===== config.mk =====
export PLATFORM = sky130hd
export DESIGN_NAME = signed_integer_to_radix_digits_core
export DESIGN_NICKNAME = d
export VERILOG_FILES = /design/src/rtl/core/sitrd_pkg.sv /design/src/rtl/core/sitrd_div_step.sv /design/src/rtl/core/signed_integer_to_radix_digits_core.sv
export SDC_FILE = /design/constraint.sdc
export NUM_CORES = 1
export LEC_CHECK = 0
export BUFFER_PORTS_ARGS = -buffer_cell sky130_fd_sc_hd__buf_2
export CORE_MARGIN = 3
export CORE_UTILIZATION = 31
export CTS_CLUSTER_DIAMETER = 120
export DETAILED_ROUTE_END_ITERATION = 10
export PLACE_DENSITY = 0.49
export SLEW_MARGIN = 10
export SYNTH_ARGS = -nofsm -noshare
export SYNTH_HDL_FRONTEND = slang
export SYNTH_SLANG_ARGS = --single-unit

===== constraint.sdc =====
create_clock -name i_clk -period 28.5 [get_ports i_clk]
set_clock_uncertainty 0.05 [all_clocks]
set_input_delay 5.7 -clock i_clk [delete_from_list [all_inputs] [get_ports i_clk]]
set_output_delay 5.7 -clock i_clk [all_outputs]
set_load 0.1 [all_outputs]

===== src/rtl/core/sitrd_pkg.sv =====
`default_nettype none
// ---------------------------------------------------------------------------
// sitrd_pkg
// Shared types, constants and helpers for the radix digit converter.
// ---------------------------------------------------------------------------
package sitrd_pkg;

    localparam int VALUE_PORT_W = 64;
    localparam int RADIX_W      = 5;
    localparam int DIGIT_W      = 4;
    localparam int CHAR_W       = 7;
    localparam int CHUNK_BITS   = 8;

    typedef logic [RADIX_W-1:0] t_radix;
    typedef logic [DIGIT_W-1:0] t_digit;
    typedef logic [CHAR_W-1:0]  t_char;

    localparam t_radix RADIX_RESET = 5'd10;
    localparam t_radix RADIX_MIN   = 5'd2;
    localparam t_radix RADIX_MAX   = 5'd16;
    localparam t_digit DIGIT_TEN   = 4'd10;
    localparam t_char  ASCII_ZERO  = 7'h30;
    localparam t_char  ASCII_A     = 7'h41;

    function automatic t_radix eff_radix(input t_radix r);
        t_radix res;
        if (r < RADIX_MIN) begin
            res = RADIX_MIN;
        end else if (r > RADIX_MAX) begin
            res = RADIX_MAX;
        end else begin
            res = r;
        end
        return res;
    endfunction

    function automatic t_char ascii_of(input t_digit d);
        t_char res;
        if (d < DIGIT_TEN) begin
            res = ASCII_ZERO + t_char'(d);
        end else begin
            res = ASCII_A + t_char'(d - DIGIT_TEN);
        end
        return res;
    endfunction

endpackage
`default_nettype wire


===== src/rtl/core/sitrd_div_step.sv =====
`default_nettype none
// ---------------------------------------------------------------------------
// sitrd_div_step
// Restoring division by the radix over one chunk of dividend bits.
// ---------------------------------------------------------------------------
module sitrd_div_step (
    input  wire logic [sitrd_pkg::DIGIT_W-1:0]    i_rem,
    input  wire logic [sitrd_pkg::CHUNK_BITS-1:0] i_bits,
    input  wire logic [sitrd_pkg::RADIX_W-1:0]    i_base,
    output logic      [sitrd_pkg::CHUNK_BITS-1:0] o_quo,
    output logic      [sitrd_pkg::DIGIT_W-1:0]    o_rem
);

    logic [sitrd_pkg::RADIX_W-1:0] acc;

    always_comb begin
        acc   = {1'b0, i_rem};
        o_quo = '0;
        for (int i = sitrd_pkg::CHUNK_BITS - 1; i >= 0; i--) begin
            acc = {acc[sitrd_pkg::DIGIT_W-1:0], i_bits[i]};
            if (acc >= i_base) begin
                acc      = acc - i_base;
                o_quo[i] = 1'b1;
            end
        end
        o_rem = acc[sitrd_pkg::DIGIT_W-1:0];
    end

endmodule
`default_nettype wire


===== src/rtl/core/signed_integer_to_radix_digits_core.sv =====
`default_nettype none
// ---------------------------------------------------------------------------
// signed_integer_to_radix_digits_core
// Converts a signed integer to ASCII digits in radix 2..16, MSD first.
// ---------------------------------------------------------------------------
// Each digit is found by running the shared 8-bit divide step over every 8-bit chunk
// of the value, top chunk first. The digits are then strobed MSD first, one digit per
// cycle; busy is high while dividing and emitting, and is low when the last is strobed.
// Results are strobed for one cycle and cannot be stalled.
// Synchronous active-low reset; radix resets to 10.
module signed_integer_to_radix_digits_core #(
    parameter int VALUE_WIDTH = 64,
    parameter int MAX_DIGITS  = 64
) (
    input  wire logic                               i_clk,
    input  wire logic                               i_rst_n,
    input  wire logic                               start,
    output logic                                    busy,
    input  wire logic [sitrd_pkg::VALUE_PORT_W-1:0] i_value,
    input  wire logic                               i_cfg_we,
    input  wire logic [sitrd_pkg::RADIX_W-1:0]      i_cfg_wdata,
    output logic                                    o_valid,
    output logic      [sitrd_pkg::CHAR_W-1:0]       o_digit_char,
    output logic                                    o_is_negative,
    output logic                                    o_last
);

    localparam int CB    = sitrd_pkg::CHUNK_BITS;
    localparam int QW    = ((VALUE_WIDTH + CB - 1) / CB) * CB;
    localparam int NSTEP = QW / CB;
    localparam int SCW   = (NSTEP > 1) ? $clog2(NSTEP) : 1;
    localparam int CW    = $clog2(MAX_DIGITS + 1);
    localparam int IW    = $clog2(MAX_DIGITS);

    localparam logic [1:0] S_IDLE = 2'd0;
    localparam logic [1:0] S_DIV  = 2'd1;
    localparam logic [1:0] S_EMIT = 2'd2;

    logic [1:0]                 r_state, n_state;
    logic [sitrd_pkg::RADIX_W-1:0] r_radix;
    logic [QW-1:0]              r_quo, n_quo;
    sitrd_pkg::t_digit          r_rem, n_rem;
    logic [SCW-1:0]             r_step, n_step;
    logic [CW-1:0]              r_cnt, n_cnt;
    logic [IW-1:0]              r_idx, n_idx;
    logic                       r_sign, n_sign;
    logic                       r_out_valid, n_out_valid;
    logic                       r_out_neg, n_out_neg;
    logic                       r_out_last, n_out_last;
    sitrd_pkg::t_digit          r_rd_data;
    logic                       mem_we;

    sitrd_pkg::t_digit          mem [MAX_DIGITS];

    logic [VALUE_WIDTH-1:0]     in_v;
    logic [VALUE_WIDTH-1:0]     in_mag;
    logic [sitrd_pkg::RADIX_W-1:0] base;
    logic [CB-1:0]              step_quo;
    sitrd_pkg::t_digit          step_rem;
    logic [QW-1:0]              quo_shift;

    assign in_v   = i_value[VALUE_WIDTH-1:0];
    assign in_mag = in_v[VALUE_WIDTH-1] ? (~in_v + 1'b1) : in_v;
    assign base   = sitrd_pkg::eff_radix(r_radix);

    sitrd_div_step u_div (
        .i_rem  (r_rem),
        .i_bits (r_quo[QW-1 -: CB]),
        .i_base (base),
        .o_quo  (step_quo),
        .o_rem  (step_rem)
    );

    assign quo_shift = (r_quo << CB) | QW'(step_quo);

    always_comb begin
        n_state     = r_state;
        n_quo       = r_quo;
        n_rem       = r_rem;
        n_step      = r_step;
        n_cnt       = r_cnt;
        n_idx       = r_idx;
        n_sign      = r_sign;
        n_out_valid = 1'b0;
        n_out_neg   = r_out_neg;
        n_out_last  = r_out_last;
        mem_we      = 1'b0;
        unique case (r_state)
            S_IDLE: begin
                if (start) begin
                    n_state = S_DIV;
                    n_quo   = QW'(in_mag);
                    n_rem   = '0;
                    n_step  = '0;
                    n_cnt   = '0;
                    n_sign  = in_v[VALUE_WIDTH-1];
                end
            end
            S_DIV: begin
                n_quo = quo_shift;
                n_rem = step_rem;
                if (r_step == SCW'(NSTEP - 1)) begin
                    mem_we = 1'b1;
                    n_cnt  = r_cnt + 1'b1;
                    n_step = '0;
                    n_rem  = '0;
                    if (quo_shift == '0 || r_cnt == CW'(MAX_DIGITS - 1)) begin
                        n_state = S_EMIT;
                        n_idx   = r_cnt[IW-1:0];
                    end
                end else begin
                    n_step = r_step + 1'b1;
                end
            end
            S_EMIT: begin
                n_out_valid = 1'b1;
                n_out_neg   = r_sign;
                n_out_last  = (r_idx == '0);
                if (r_idx == '0) begin
                    n_state = S_IDLE;
                end else begin
                    n_idx = r_idx - 1'b1;
                end
            end
            default: begin
                n_state = S_IDLE;
            end
        endcase
    end

    always_ff @(posedge i_clk) begin
        if (!i_rst_n) begin
            r_state     <= S_IDLE;
            r_radix     <= sitrd_pkg::RADIX_RESET;
            r_cnt       <= '0;
            r_step      <= '0;
            r_sign      <= 1'b0;
            r_out_valid <= 1'b0;
        end else begin
            r_state     <= n_state;
            r_cnt       <= n_cnt;
            r_step      <= n_step;
            r_sign      <= n_sign;
            r_out_valid <= n_out_valid;
            if (i_cfg_we) begin
                r_radix <= i_cfg_wdata;
            end
        end
    end

    always_ff @(posedge i_clk) begin
        r_quo      <= n_quo;
        r_rem      <= n_rem;
        r_idx      <= n_idx;
        r_out_neg  <= n_out_neg;
        r_out_last <= n_out_last;
    end

    // digit store: LSD at index 0
    always_ff @(posedge i_clk) begin
        if (mem_we) begin
            mem[r_cnt[IW-1:0]] <= step_rem;
        end
        r_rd_data <= mem[r_idx];
    end

    assign busy          = (r_state != S_IDLE);
    assign o_valid       = r_out_valid;
    assign o_digit_char  = sitrd_pkg::ascii_of(r_rd_data);
    assign o_is_negative = r_out_neg;
    assign o_last        = r_out_last;

endmodule
`default_nettype wire


# After elaboration in Yosys (flattened, before gate mapping)
# Memory sizes are Yosys's and may differ from the RTL's. A register that Yosys moved wholly into a read port is not among the register bits.
# Cells that the tools add are included.
# W data, S select, Z words.
dict set report totals {
  reg_bits 95
  ramBits 256
  in_bits 73
  out_inout_bits 11
  elab_cells 106
  memories 1
}
dict set report classes {
  add_sub_neg 15
  order_cmp 11
  eq_ne 9
  mux 45
  bitwise 2
  reduce_logical 12
}
# memory depth width rd rd_clocked_by_memory_dff wr line
set mem_list {}
lappend mem_list {mem 64 4 1 1 1 signed_integer_to_radix_digits_core.sv:53} ;# sitrd_pkg::t_digit mem [MAX_DIGITS];
# op count
set ops {}
lappend ops {{$mux W64} 2}
lappend ops {{$pmux W64 S2} 1}
lappend ops {{$add A64 B1 Y64 const B} 1}
lappend ops {{$logic_not A64 Y1} 1}
lappend ops {{$not A64 Y64} 1}
lappend ops {{$or A64 B8 Y64} 1}
lappend ops {{$ge A5 B5 Y1} 8}
lappend ops {{$mux W4} 10}
lappend ops {{$sub A4 B4 Y4} 8}
lappend ops {{$mux W7} 3}
lappend ops {{$mux W6} 3}
lappend ops {{$pmux W7 S2} 1}
lappend ops {{$mux W1} 13}
lappend ops {{$pmux W6 S2} 1}
lappend ops {{$mux W5} 2}
lappend ops {{$ne A2 B2 Y1 const B} 5}
lappend ops {{$mux W2} 4}
lappend ops {{$pmux W4 S2} 1}
lappend ops {{$reduce_and A4 Y1} 2}
lappend ops {{$add A6 B4 Y7 const A} 1}
lappend ops {{$add A7 B1 Y7 const B} 1}
lappend ops {{$add A7 B7 Y7 const A} 1}
lappend ops {{$eq A7 B6 Y1 const B} 1}
lappend ops {{$logic_not A6 Y1} 1}
lappend ops {{other kinds (17)} 21}

# Depth between registers and ports, before layout
dict set report logic_depth {
  depth_word 25
  ltp_mapped 53
  mapped_depth_nobuf 52
}

# Modules after synthesis
# From an unflattened synthesis, not the netlist that was laid out.
dict set report unflattened {
  cells_unflattened 1339
  area_unflattened_um2 17818.3
}
# module instances cells_each area_each_um2 seq_area_each_um2
set by_module_without_submodules {}
lappend by_module_without_submodules {signed_integer_to_radix_digits_core 1 1126 16066.7 10430.0}
lappend by_module_without_submodules {sitrd_div_step 1 213 1751.7 0.0}

# Least setup slack after synthesis
# Ideal clock, no wire load.
dict set report synth_path {
  path_kind {reg-to-reg}
  startpoint {register r_radix[3] (netlist bit)}
  endpoint {memory mem[0][2] (netlist bit) (data pin)}
  setup_time_ps 549
  t_arrival_ps 12574
  required_ps 27901
  slack_ps 15327
  path_stages_with_launch 51
  n_path_buf 1
  synth_period_minus_slack_ps 13173
  path_cell_list {dfxtp_1 -> nor2_1 -> o21ai_0 -> ha_1 -> nand2_1 -> o21ai_0 -> a31o_2 -> clkbuf_1 -> mux2_2 -> ha_1 -> nand2_1 -> o21ai_0 -> a31o_2 -> mux2_2 -> ha_1 -> o211ai_1 -> o21ai_1 -> and2_1 -> [15 not listed] -> a21o_1 -> a31oi_1 -> o21ai_1 -> a21oi_1 -> o21ai_0 -> nand2_1 -> ha_1 -> a21oi_1 -> a21boi_0 -> a311oi_1 -> mux2_2 -> inv_1 -> ha_1 -> a21o_1 -> a31oi_1 -> o21a_1 -> nor2_1 -> a21oi_1}
}
dict set report synth_between {
  elab_chain_cells 19
  elab_cells_between_ends 28
  classes_between {add/sub: 8; order compare: 10; mux: 10}
}
# element line
set synth_rtl {}
lappend synth_rtl {{start: declaration} signed_integer_to_radix_digits_core.sv:40} ;# logic [sitrd_pkg::RADIX_W-1:0] r_radix;
lappend synth_rtl {{start signal: assignment} signed_integer_to_radix_digits_core.sv:134} ;# r_radix <= sitrd_pkg::RADIX_RESET;
lappend synth_rtl {{start signal: assignment} signed_integer_to_radix_digits_core.sv:146} ;# r_radix <= i_cfg_wdata;
lappend synth_rtl {{$gt A5 B5 Y1} sitrd_pkg.sv:29} ;# end else if (r > RADIX_MAX) begin
lappend synth_rtl {{$mux W5} sitrd_pkg.sv:29}
lappend synth_rtl {{$mux W5 (*)} sitrd_pkg.sv:27} ;# if (r < RADIX_MIN) begin
lappend synth_rtl {{$sub A4 B4 Y4 or $ge A5 B5 Y1 (tied branches)} {sitrd_div_step.sv:22, sitrd_div_step.sv:21}}
lappend synth_rtl {{$mux W4} sitrd_div_step.sv:21} ;# if (acc >= i_base) begin
lappend synth_rtl {{$sub A4 B4 Y4 or $ge A5 B5 Y1 (tied branches)} {sitrd_div_step.sv:22, sitrd_div_step.sv:21}}
lappend synth_rtl {{$mux W4} sitrd_div_step.sv:21}
lappend synth_rtl {{$sub A4 B4 Y4 or $ge A5 B5 Y1 (tied branches)} {sitrd_div_step.sv:22, sitrd_div_step.sv:21}}
lappend synth_rtl {{[4 not listed]} --}
lappend synth_rtl {{$mux W4} sitrd_div_step.sv:21}
lappend synth_rtl {{$sub A4 B4 Y4 or $ge A5 B5 Y1 (tied branches)} {sitrd_div_step.sv:22, sitrd_div_step.sv:21}}
lappend synth_rtl {{$mux W4} sitrd_div_step.sv:21}
lappend synth_rtl {{$ge A5 B5 Y1 or $sub A4 B4 Y4 (tied branches)} {sitrd_div_step.sv:21, sitrd_div_step.sv:22}}
lappend synth_rtl {{$mux W4} sitrd_div_step.sv:21}
lappend synth_rtl {{$sub A4 B4 Y4 or $ge A5 B5 Y1 (tied branches)} {sitrd_div_step.sv:22, sitrd_div_step.sv:21}}
lappend synth_rtl {{$mux W4 (*)} sitrd_div_step.sv:21}
lappend synth_rtl {{named net step_rem[2]} signed_integer_to_radix_digits_core.sv:59} ;# sitrd_pkg::t_digit step_rem;
lappend synth_rtl {{end: declaration} signed_integer_to_radix_digits_core.sv:53}
# The timed path passes the listed nets; every way through them passes the cells marked *.

# Worst setup path after layout
dict set report layout_path {
  startpoint {register r_radix[4] (netlist bit)}
  endpoint {memory mem[1][0] (netlist bit) (data pin)}
}
dict set report layout_between {
  elab_chain_cells 19
  elab_cells_between_ends 28
  classes_between {add/sub: 8; order compare: 10; mux: 10}
}
# element line
set layout_rtl {}
lappend layout_rtl {{$gt A5 B5 Y1} sitrd_pkg.sv:29}
lappend layout_rtl {{$mux W5} sitrd_pkg.sv:29}
lappend layout_rtl {{$mux W5 (*)} sitrd_pkg.sv:27}
lappend layout_rtl {{$sub A4 B4 Y4 or $ge A5 B5 Y1 (tied branches)} {sitrd_div_step.sv:22, sitrd_div_step.sv:21}}
lappend layout_rtl {{$mux W4} sitrd_div_step.sv:21}
lappend layout_rtl {{$sub A4 B4 Y4 or $ge A5 B5 Y1 (tied branches)} {sitrd_div_step.sv:22, sitrd_div_step.sv:21}}
lappend layout_rtl {{$mux W4} sitrd_div_step.sv:21}
lappend layout_rtl {{$sub A4 B4 Y4 or $ge A5 B5 Y1 (tied branches)} {sitrd_div_step.sv:22, sitrd_div_step.sv:21}}
lappend layout_rtl {{[4 not listed]} --}
lappend layout_rtl {{$mux W4} sitrd_div_step.sv:21}
lappend layout_rtl {{$sub A4 B4 Y4 or $ge A5 B5 Y1 (tied branches)} {sitrd_div_step.sv:22, sitrd_div_step.sv:21}}
lappend layout_rtl {{$mux W4} sitrd_div_step.sv:21}
lappend layout_rtl {{$sub A4 B4 Y4 or $ge A5 B5 Y1 (tied branches)} {sitrd_div_step.sv:22, sitrd_div_step.sv:21}}
lappend layout_rtl {{$mux W4} sitrd_div_step.sv:21}
lappend layout_rtl {{$ge A5 B5 Y1} sitrd_div_step.sv:21}
lappend layout_rtl {{$mux W4 (*)} sitrd_div_step.sv:21}
lappend layout_rtl {{named net step_rem[0]} signed_integer_to_radix_digits_core.sv:59}
# Marks and branches as above.

==> summary.md <==
| Metric | Value |
|---|---|
| Status | `complete, no violations` |
| Iteration count of the initial detailed-routing pass | `7` |
| Post-Syn Instances | `1336` |
| Die Y | `approximately 240 um` |
| Core box area | `55800 um^2` |
| Period utilisation layout | `48.3%` |
| RR Endpoint | `mem[1][0]` |
| Per-cell routed wire length | `20.4 um` |
| Final Hold Viols | `0` |
| CTS tree | `yes` |
| Post-CTS Hold Fix Bufs | `0` |
| Number of routed nets with antenna violations | `0` |
| Critical Path Sink Type | `flip-flop` |
| Mapped cell area | `17700 um^2` |
| Worst Path Arrival | `14.00 ns` |
| Worst-case reg-to-reg path depth | `49` |
| WHS Endpoint | `o_is_negative` |
| Initial antenna violation count | `1` |
| Largest net degree at the start of global routing | `a little under 70` |
| Slowest stage delay, CP | `0.76 ns` |
| Post-CTS setup buffers | `0` |
| Post_cts resized | `0` |
| Rows | `86` |
| Max Buffers Root-to-Sink | `3` |
| Top FF cell, synth | `edfxtp_1` |
| HP Class | `flip-flop to flip-flop` |
| Synth area leader | `edfxtp_1` |
| Worst Tran Pin Value | `1.19 ns` |
| Routed wire length | `44600 um` |
| Yosys top cell area share | `56.3%` |
| DRC | `0` |
| Relative slew slack | `20.9%` |
| Max Slew Vio Count | `0` |
| Total Routing Usage GR | `14.8%` |
| Reg clk slew, reported paths | `0.06 ns` |
| Vias per inst | `slightly above 5` |
| Post-DP HPWL | `about 30000 um` |
| Vias post-DR | `11258` |
| CP required | `28.74 ns` |
| Chip width | `245 um` |
| H-tree level count | `2` |
| Nets | `1538` |
| RSZ-0062 raised after global routing | `false` |
| Number of global-route vias before repair | `~12000` |
| Fin crit period | `around 14 ns` |
| Peak fanout along the critical path | `44` |
| CP delay by family, top | `compound AO/OA/AOI/OAI gates` |
| Die Area | `~60000 um^2` |
| Commonest non-fill, non-tap cell in the layout | `edfxtp_1` |
| Distinct cells, synth | `68` |
| Total grt overflow | `0` |
| Routability cong. | `0.809` |
| Max stage delay cell, worst path | `a311oi_1` |
| Post-synthesis async set-or-reset flop share | `0%` |
| CTS Buf Count | `39` |
| Worst path most repeated cell | `ha_1` |
| Root buf cell | `clkbuf_16` |
| Synthesis-stage register bit count | `about 360` |
| I/O pin total | `84` |
| Iteration-0 DRC Markers | `761` |
| Share of cells above drive strength 1 | `17.6%` |
| Avg Synthesized Cell Area | `13.3 um^2` |
| Setup TNS | `0 ns` |
| Commonest cells after routing, fill and taps aside | `edfxtp_1, nand2_1, nor2_1` |
| EDFF count, synth | `approximately 330` |
| Area contributors post-synth | `edfxtp_1, mux4_2, ha_1` |
| First-pass GRT wire length | `~69000 um` |
| Nature of the critical path startpoint | `flip-flop` |
| N_diodes | `0` |
| Clock Latency Late Sink | `~0.56 ns` |
| Crit Path Category | `flip-flop to flip-flop` |
| Initial Util | `a little under a third` |
| Crit path buffers/inverters | `4` |
| Sequential-to-total area share from yosys stat | `around three fifths` |
| Layout filler cell count | `5419` |
| Final setup vio count | `0` |
| YS warnings | `0` |
| R2r startpoint | `r_radix[4]` |
| I/O Buffers | `83` |
| Hold path start | `r_sign` |
| Syn nets | `1467` |
| Hold depth | `0` |
| Max-cap viol count | `0` |
| Reg2Reg Setup Slack | `14.75 ns` |
| Highest clock rate | `0.0727 GHz` |
| Clock Sinks | `355` |
| Area grow syn2layout | `13.9%` |
## per-stage QoR
stage	utilization, %	hold slack, ns	setup slack [ns]	area, um^2	cells
CTS	36.1	0.418	14.83	20200	2186
finish	36.1	0.404	14.75	20200	2186
global route	36.1	0.438	13.52	20200	2186
floorplan	-	0.358	15.33	17700	1336
detailed placement	33.9	0.396	14.91	18900	2114
global placement	33.9	0.396	15.41	18900	2114
## sequential cells by signal (all words and copies together), names as in the netlist
signal / cells
mem: 256
r_state: 2
r_rem: 4
r_idx: 6
r_step: 3
r_rd_data: 4
o_is_negative: 1
r_quo: 64
o_valid: 1
o_last: 1
r_sign: 1
r_cnt: 7
r_radix: 5
## cells in the mapped netlist (all sizes together), types with 9 or more instances
cell type  number
a21o           15
a21oi          48
a22o           16
buf            19
clkbuf         47
dfxtp          23
edfxtp        332
ha             50
inv            43
mux2           13
mux2i          11
mux4           64
nand2         118
nand2b         16
nand3          15
nand3b          9
nor2          117
nor3           13
nor4           23
o21ai          83
o31ai          26
o41ai          20
or3            15
or4            11
xnor2          27
xor2           57
## worst reg2reg max path: cells and delay by family (launching register included)
family | cells | cell delay [ns]
AOI/OAI and AO/OA | 27 | 7.02
adders and majority gates | 8 | 2.81
DFF | 1 | 0.32
and+or+nand+nor | 7 | 1.14
muxes | 3 | 1.15
buffers and inverters | 4 | 0.98
## kinds of logic (layout without fill, tap and decap cells)
kind of cell,Yosys count,after routing,synth area share [%]
AND/OR/NAND/NOR,368,368,9.84
flip-flops,355,355,58.9
AO/OA/AOI/OAI,273,273,10.6
buffers and inverters,110,212,2.44
multiplexers,88,88,9.59
XOR/XNOR,84,84,4.15
adder cells (fa/ha/maj),58,58,4.44
## worst max-delay path by stage
| stage | end | startpoint | cells past startpoint |
|---|---|---|---|
| after floorplan | mem[0][2] | r_radix[3] | 50 |
| after CTS | r_rem[1] | r_radix[4] | 48 |
| after global routing | r_rem[1] | r_radix[4] | 50 |
| after detailed placement | mem[10][0] | r_radix[4] | 49 |
| final | mem[1][0] | r_radix[4] | 49 |
| after global placement | mem[10][0] | r_radix[4] | 50 |
## cell type report
class | count | area (um^2) | share of cell area (%)
clock buffers | 52 | 1050 | 5.23
well taps | 748 | 936 | 4.64
flip-flops and latches | 355 | 10400 | 51.7
repair buffers | 96 | 513 | 2.54
multi-input cells | 871 | 6880 | 34.1
clock inverters | 20 | 184 | 0.912
inverters | 44 | 165 | 0.819
## per-layer routing
metal | routed length (um) | global-route usage [%] | up-vias
met5 | 18 | 0 | -
met4 | 1250 | 4.83 | 2
met3 | 2050 | 2.50 | 73
met2 | 21200 | 24.7 | 250
met1 | 20000 | 19.6 | 5614
li1 | - | - | 5319
Power is not shown: default switching activity piles up to over one toggle a cycle in this logic, so the estimate is an artifact.
